### src/hdl/mcf_pkg.sv
// shared types, constants and crc helpers for the motor command framer
package mcf_pkg;

    localparam int unsigned FRAME_LEN = 9;
    localparam int unsigned IDX_W     = 4;

    localparam logic [15:0] CRC_INIT   = 16'hFFFF;
    localparam logic [15:0] CRC_POLY   = 16'hA001;
    localparam logic [7:0]  SYNC_BYTE  = 8'hFF;
    localparam logic [7:0]  CMD_BYTE   = 8'h07;
    localparam logic [7:0]  PAD_BYTE   = 8'h00;
    localparam logic [7:0]  CTRL_BASE  = 8'(128 + 32 + 8);
    localparam logic [7:0]  CTRL_LEFT  = 8'd64;
    localparam logic [7:0]  CTRL_RIGHT = 8'd16;

    // byte positions within the frame
    localparam logic [IDX_W-1:0] POS_SYNC   = 4'd0;
    localparam logic [IDX_W-1:0] POS_CMD    = 4'd1;
    localparam logic [IDX_W-1:0] POS_LEFT   = 4'd2;
    localparam logic [IDX_W-1:0] POS_PAD_L  = 4'd3;
    localparam logic [IDX_W-1:0] POS_RIGHT  = 4'd4;
    localparam logic [IDX_W-1:0] POS_PAD_R  = 4'd5;
    localparam logic [IDX_W-1:0] POS_CTRL   = 4'd6;
    localparam logic [IDX_W-1:0] POS_CRC_LO = 4'd7;
    localparam logic [IDX_W-1:0] POS_CRC_HI = 4'(FRAME_LEN - 1);

    typedef logic [IDX_W-1:0] byte_idx_t;

    typedef struct packed {
        logic       right_dir;
        logic       left_dir;
        logic [7:0] right_speed;
        logic [7:0] left_speed;
    } cmd_t;

    typedef struct packed {
        cmd_t        cmd;
        logic [15:0] crc;
    } frame_t;

    function automatic logic [7:0] ctrl_byte(input cmd_t cmd);
        logic [7:0] b;
        b = CTRL_BASE;
        if (cmd.left_dir) b = b | CTRL_LEFT;
        if (cmd.right_dir) b = b | CTRL_RIGHT;
        return b;
    endfunction

    // one byte through the reflected crc, bit by bit
    function automatic logic [15:0] crc_byte(input logic [15:0] crc_in, input logic [7:0] b);
        logic [15:0] c;
        c = crc_in ^ {8'h00, b};
        for (int k = 0; k < 8; k++) begin
            if (c[0]) c = (c >> 1) ^ CRC_POLY;
            else      c = c >> 1;
        end
        return c;
    endfunction

    // frame byte at a given position, for all positions ahead of the crc
    function automatic logic [7:0] frame_byte_at(input byte_idx_t pos, input cmd_t cmd);
        logic [7:0] b;
        unique case (pos)
            POS_SYNC:  b = SYNC_BYTE;
            POS_CMD:   b = CMD_BYTE;
            POS_LEFT:  b = cmd.left_speed;
            POS_PAD_L: b = PAD_BYTE;
            POS_RIGHT: b = cmd.right_speed;
            POS_PAD_R: b = PAD_BYTE;
            POS_CTRL:  b = ctrl_byte(cmd);
            default:   b = PAD_BYTE;
        endcase
        return b;
    endfunction

endpackage

### src/hdl/mcf_crc_pipe.sv
// six-stage crc pipeline, one covered frame byte per stage
module mcf_crc_pipe import mcf_pkg::*; (
    input  logic   aclk,
    input  logic   aresetn,
    input  logic   in_valid,
    output logic   in_ready,
    input  cmd_t   in_cmd,
    output logic   out_valid,
    input  logic   out_ready,
    output frame_t out_frame
);

    localparam int NumStages = 6;

    logic        valid_reg [NumStages];
    cmd_t        cmd_reg   [NumStages];
    logic [15:0] crc_reg   [NumStages];
    logic [NumStages:0] stg_ready;

    assign stg_ready[NumStages] = out_ready;
    assign in_ready = stg_ready[0];

    for (genvar k = 0; k < NumStages; k++) begin : g_stage
        logic        src_valid;
        cmd_t        src_cmd;
        logic [15:0] src_crc;

        if (k == 0) begin : g_head
            assign src_valid = in_valid;
            assign src_cmd   = in_cmd;
            assign src_crc   = CRC_INIT;
        end else begin : g_body
            assign src_valid = valid_reg[k-1];
            assign src_cmd   = cmd_reg[k-1];
            assign src_crc   = crc_reg[k-1];
        end

        // a stage moves when empty or when the next one takes its beat
        assign stg_ready[k] = !valid_reg[k] || stg_ready[k+1];

        always_ff @(posedge aclk) begin
            if (!aresetn) begin
                valid_reg[k] <= 1'b0;
            end else if (stg_ready[k]) begin
                valid_reg[k] <= src_valid;
            end
        end

        always_ff @(posedge aclk) begin
            if (stg_ready[k] && src_valid) begin
                cmd_reg[k] <= src_cmd;
                crc_reg[k] <= crc_byte(src_crc, frame_byte_at(IDX_W'(k + 1), src_cmd));
            end
        end

        a_stage_hold: assert property (@(posedge aclk) disable iff (!aresetn)
            valid_reg[k] && !stg_ready[k+1] |=> valid_reg[k] && $stable(crc_reg[k]))
            else $error("crc stage dropped a stalled beat");

        a_reset_empty: assert property (@(posedge aclk)
            !aresetn |=> !valid_reg[k])
            else $error("crc stage not empty after reset");
    end

    assign out_valid     = valid_reg[NumStages-1];
    assign out_frame.cmd = cmd_reg[NumStages-1];
    assign out_frame.crc = crc_reg[NumStages-1];

    a_out_hold: assert property (@(posedge aclk) disable iff (!aresetn)
        out_valid && !out_ready |=> out_valid && $stable(out_frame))
        else $error("pipeline output changed under stall");

endmodule

### src/hdl/mcf_serializer.sv
// holds one finished frame and sends it out a byte per beat
module mcf_serializer import mcf_pkg::*; (
    input  logic       aclk,
    input  logic       aresetn,
    input  logic       in_valid,
    output logic       in_ready,
    input  frame_t     in_frame,
    output logic       m_valid,
    input  logic       m_ready,
    output logic [7:0] m_frame_byte,
    output logic       m_last_byte
);

    logic      busy_reg, busy_next;
    byte_idx_t cnt_reg, cnt_next;
    frame_t    frame_reg;
    logic      load;
    logic      final_beat;

    assign final_beat = busy_reg && m_ready && (cnt_reg == POS_CRC_HI);
    // next frame loads in the cycle its predecessor's last beat leaves
    assign in_ready   = !busy_reg || final_beat;
    assign load       = in_valid && in_ready;

    always_comb begin
        busy_next = busy_reg;
        cnt_next  = cnt_reg;
        if (load) begin
            busy_next = 1'b1;
            cnt_next  = POS_SYNC;
        end else if (final_beat) begin
            busy_next = 1'b0;
            cnt_next  = POS_SYNC;
        end else if (busy_reg && m_ready) begin
            cnt_next = cnt_reg + 1'b1;
        end
    end

    always_ff @(posedge aclk) begin
        if (!aresetn) begin
            busy_reg <= 1'b0;
            cnt_reg  <= POS_SYNC;
        end else begin
            busy_reg <= busy_next;
            cnt_reg  <= cnt_next;
        end
    end

    always_ff @(posedge aclk) begin
        if (load) begin
            frame_reg <= in_frame;
        end
    end

    always_comb begin
        unique case (cnt_reg)
            POS_CRC_LO: m_frame_byte = frame_reg.crc[7:0];
            POS_CRC_HI: m_frame_byte = frame_reg.crc[15:8];
            default:    m_frame_byte = frame_byte_at(cnt_reg, frame_reg.cmd);
        endcase
    end

    assign m_valid     = busy_reg;
    assign m_last_byte = (cnt_reg == POS_CRC_HI);

    a_stall_holds_pos: assert property (@(posedge aclk) disable iff (!aresetn)
        m_valid && !m_ready |=> m_valid && $stable(cnt_reg))
        else $error("byte position moved under stall");

    a_load_after_last: assert property (@(posedge aclk) disable iff (!aresetn)
        in_valid && in_ready && busy_reg |-> m_ready && m_last_byte)
        else $error("new frame loaded over an unfinished one");

    a_no_short_frame: assert property (@(posedge aclk) disable iff (!aresetn)
        m_valid && m_ready && !m_last_byte |=> m_valid)
        else $error("frame cut short");

endmodule

### src/hdl/motor_command_framer_crc16_top.sv
// Motor command framer: each accepted command (two wheel speeds, two direction bits) comes out
// as a nine-byte frame 0xFF 0x07 L 0x00 R 0x00 CTRL CRC_LO CRC_HI, one byte per beat, with
// m_last_byte high on the crc high byte. The crc is CRC-16/MODBUS over bytes two to seven.
// Commands pass a six-stage crc pipeline that takes one command per cycle unless stalled, then a
// byte serializer; the serializer sends one byte per cycle while m_ready stays high and starts
// the next frame right after the last byte of the one before. The first byte of a frame is
// offered once its command has passed the six crc stages and been loaded into the serializer,
// and up to seven commands can be held in flight while the result side stalls.
module motor_command_framer_crc16_top import mcf_pkg::*; (
    input  logic       aclk,
    input  logic       aresetn,
    input  logic       s_valid,
    output logic       s_ready,
    input  logic [7:0] s_left_speed,
    input  logic [7:0] s_right_speed,
    input  logic       s_left_dir,
    input  logic       s_right_dir,
    output logic       m_valid,
    input  logic       m_ready,
    output logic [7:0] m_frame_byte,
    output logic       m_last_byte
);

    cmd_t   in_cmd;
    frame_t pipe_frame;
    logic   pipe_valid;
    logic   pipe_ready;

    assign in_cmd.left_speed  = s_left_speed;
    assign in_cmd.right_speed = s_right_speed;
    assign in_cmd.left_dir    = s_left_dir;
    assign in_cmd.right_dir   = s_right_dir;

    mcf_crc_pipe u_crc_pipe (
        .aclk      (aclk),
        .aresetn   (aresetn),
        .in_valid  (s_valid),
        .in_ready  (s_ready),
        .in_cmd    (in_cmd),
        .out_valid (pipe_valid),
        .out_ready (pipe_ready),
        .out_frame (pipe_frame)
    );

    mcf_serializer u_serializer (
        .aclk         (aclk),
        .aresetn      (aresetn),
        .in_valid     (pipe_valid),
        .in_ready     (pipe_ready),
        .in_frame     (pipe_frame),
        .m_valid      (m_valid),
        .m_ready      (m_ready),
        .m_frame_byte (m_frame_byte),
        .m_last_byte  (m_last_byte)
    );

endmodule
### config.mk
export PLATFORM = sky130hd
export DESIGN_NAME = motor_command_framer_crc16_top
export DESIGN_NICKNAME = d
export VERILOG_FILES = /design/src/hdl/mcf_pkg.sv /design/src/hdl/mcf_crc_pipe.sv /design/src/hdl/mcf_serializer.sv /design/src/hdl/motor_command_framer_crc16_top.sv
export SDC_FILE = /design/constraint.sdc
export NUM_CORES = 1
export LEC_CHECK = 0
export BUFFER_PORTS_ARGS = -buffer_cell sky130_fd_sc_hd__buf_2
export CAP_MARGIN = 10
export CORE_MARGIN = 1
export CORE_UTILIZATION = 55
export CTS_BUF_LIST = sky130_fd_sc_hd__clkbuf_2
export CTS_CLUSTER_SIZE = 10
export DETAILED_ROUTE_END_ITERATION = 10
export MAX_ROUTING_LAYER = met4
export PLACE_DENSITY = 0.72
export REMOVE_ABC_BUFFERS = 1
export SLEW_MARGIN = 10
export SYNTH_ARGS = -nofsm -noshare
export SYNTH_HDL_FRONTEND = slang
export SYNTH_SLANG_ARGS = --single-unit
### constraint.sdc
create_clock -name aclk -period 4.45 [get_ports aclk]
set_input_delay 0.2225 -clock aclk [delete_from_list [all_inputs] [get_ports aclk]]
set_output_delay 0.2225 -clock aclk [all_outputs]
set_load 0.01 [all_outputs]
==> out/metrics.csv <==
stage,metric,value,unit
layout,multi_input_area,0.00120,mm^2
power_and_ir_drop,ir_drop,0.000254,V
cts,htreeDepth,2,
power_and_ir_drop,switching_share,20.5,%
floorplan,die_w,119,um
power_and_ir_drop,p_per_area,396,mW/mm^2
placement,gp_congestion,0.887,
logic_synthesis,syn-mean-instance-area,20.1,um^2
layout,num_antenna_cells,0,
drt,drc,0,
sta,setup_violations,0,
logic_synthesis,synthTopCellsByArea,"edfxtp_1 82%, xor2_1 3.5%, xnor2_1 3.0%",
hold_path,min_path_cells,2,
placement,io_buffer_count,32,
run_status,status,completed,
cts,max-clock-path-buffers,3,
cts,root_buffer,clkbuf_2,
cts,numCtsBuffers,47,
layout,stdcell_area,0.00855,mm^2
global_route,grt.total_usage,13.3,%
global_route,antenna_found_initial,0,
sta,layout_setup_ws,1.39,ns
sta,maxSlewHeadroom,26.1,%
critical_path,worst-path-max-fanout,12,
layout,final-seq-area,0.00631,mm^2
placement,dp_cells,581,
critical_path,r2r_cells,6,
sta,tightest_slew,1.11,ns
layout,layout.cells.non_filler,683,
power_and_ir_drop,p_clk_share,30.9,%
cts,insertion_delay,0.68,ns
sta,min_period,3.06,ns
layout,synthToLayoutAreaGrowth,13.4,%
sta,hold_viol,0,
layout,largest_register_ffs,108,
layout,fin_nets,502,
logic_synthesis,synth.most_common_cell,edfxtp_1,
critical_path,rr_startpoint,u_serializer.cnt_reg[0],
logic_synthesis,yosysSeqAreaShare,83.6,%
logic_synthesis,synth_xor_area_share,8.43,%
placement,dpl_cell_area,0.00794,mm^2
job,maxCapViolations,0,
logic_synthesis,syn_area,0.00754,mm^2
logic_synthesis,yosys.area_share.simple,3.20,%
logic_synthesis,synth-compound-area-share,3.47,%
sta,tns,0,ns
logic_synthesis,synth_top_cell_area_share,82.0,%
critical_path,cp_data_required_time,4.23,ns
layout,drive_gt1_share,24.5,%
logic_synthesis,ys_ff_latch,212,
power_and_ir_drop,p_leak,2.95,nW
critical_path,cp-end-kind,output pin,
drt,drt_iter0_markers,121,
logic_synthesis,ys_warn_count,0,
floorplan,std_cell_rows,42,
global_route,grt_pass1_wl,14200,um
drt,vias,3220,
sta,finalCritPeriodShare,68.7,%
logic_synthesis,synth.distinct_cells,33,
power_and_ir_drop,p_sw,0.000693,W
hold_path,hold_path.class,input port to flip-flop,
sta,grt_setup_unrepaired,no,
critical_path,timing.rr.end,u_crc_pipe.cmd_reg[2][16],
logic_synthesis,synth_ff_type,edfxtp_1,
logic_synthesis,synth_edf_count,206,
cts,clk_pin_slew_worst_paths,0.11,ns
power_and_ir_drop,combPwrFrac,3.0,%
logic_synthesis,synthAdderAreaFrac,0.664,%
drt,postRouteAntennaNets,0,
critical_path,critPathLaunch,u_serializer.cnt_reg[0],
logic_synthesis,synth_top_cell_by_area,edfxtp_1,
power_and_ir_drop,seq_power_share,66.1,%
critical_path,critPathKind,flip-flop to output pin,
logic_synthesis,synth_top_family_by_area,XOR/XNOR gates,
critical_path,cp-start-kind,flip-flop,
global_route,grt_pass1_vias,3251,
logic_synthesis,async_reset_ff_share,0,%
placement,dpl.hpwl,5680,um
floorplan,die-area,0.0142,mm^2
hold_path,hold_start,s_right_speed[5],
logic_synthesis,ys_top_cells_by_count,"206 x edfxtp_1, 30 x xor2_1, 26 x xnor2_1",
global_route,grt_max_degree,33,
cts,cts.sinks,212,
logic_synthesis,syn_inst,376,
layout,n_fill_cell,925,
global_route,overflow,0,
drt,dr.pass1.iters,4,
critical_path,endpoint,s_ready,
cts,tritoncts,done,
sta,maxSlewViolCount,0,
floorplan,io_pins,33,
power_and_ir_drop,internal_power,0.00270,W
critical_path,r2r_slack,1.54,ns
drt,post_drt_wl_per_cell,12.6,um
sta,finalClockSkew,0.0486,ns
placement,pre_cts_ws,1.51,ns
floorplan,start_util,56.7,%
drt,postRouteWirelength,8590,um
logic_synthesis,synth.area.mux_share,0,%
floorplan,core-area,0.0133,mm^2
sta,hold_ws,0.241,ns
sta,fmax,0.327,GHz
critical_path,cp_data_arrival_time,2.83,ns
drt,viasPerCell,4.71,
floorplan,die_h,119,um
[worst max-delay path: stages, from the launching register on]
cell and delay (ns):
dfxtp_1 0.39, inv_1 0.10, ha_1 0.31, and3b_1 0.36
a211oi_2 0.47, and3_1 0.35, nand2_1 0.07, buf_2 0.14
[per-stage QoR]
step           total power (W)  util (%)
3_3_place_gp           0.00237      59.7
3_5_place_dp           0.00237      59.7
2_1_floorplan          0.00234         -
5_1_grt                0.00353      64.3
6_report               0.00339      64.3
4_1_cts                0.00343      64.3
[layout by cell type, fill, tap and decap left out, drive strengths merged, types with 6 or more instances in the layout]
master and instances:
edfxtp 206, nor2 8, a22oi 7, nand2 12, xnor2 31, nand3 7, o21ai 9, dfxtp 6
buf 38, dlygate4sd3 22, clkinv 8, xor2 31, clkbuf 72
[metal layers]
metal | up-vias | wire length, um | GRT usage (%)
li1 | 1654 | - | -
met1 | 1457 | 3400 | 13.2
met2 | 84 | 4530 | 22.8
met3 | 25 | 419 | 4.36
met4 | 0 | 244 | 7.44
met5 | - | 0 | -
[layout make-up]
class                   instances  area share (%)
multi-input cells             153            14.0
well taps                     176            2.57
inverters                       2          0.0878
clock inverters                 8           0.366
repair buffers                 60            4.97
clock buffers                  72            4.21
flip-flops and latches        212            73.7
[power by group through the flow]
stage	logic, W	clock network, W	registers [W]
6_report	0.000103	0.00105	0.00224
5_1_grt	0.000113	0.00118	0.00224
4_1_cts	0.000103	0.00109	0.00224
3_5_place_dp	0.0000885	0	0.00229
3_3_place_gp	0.0000852	0	0.00229
2_1_floorplan	0.0000623	0	0.00228
[repair_timing]
item | in CTS | in global routing
buffers inserted | 0 | 0
gates resized for setup | 0 | 0
hold buffers | 22 | 0
endpoints found under the hold margin | 33 | 0
[how the worst min path moves through the flow]
stage / end / slack, ns
floorplan: u_crc_pipe.cmd_reg[0][0] / 0.32
global placement: u_crc_pipe.cmd_reg[0][17] / 0.40
detailed placement: u_crc_pipe.cmd_reg[0][13] / 0.40
CTS: u_crc_pipe.cmd_reg[0][13] / 0.17
global route: u_crc_pipe.cmd_reg[0][17] / 0.16
finish: u_crc_pipe.cmd_reg[0][13] / 0.24
[cells by family after synthesis]
family / Yosys count
xor gates and xnor gates: 64
adders and majority gates: 4
AOI/OAI and AO/OA: 38
and+or+nand+nor: 47
DFF: 212
buffers and inverters: 11
(Power assumes the default switching activity.)
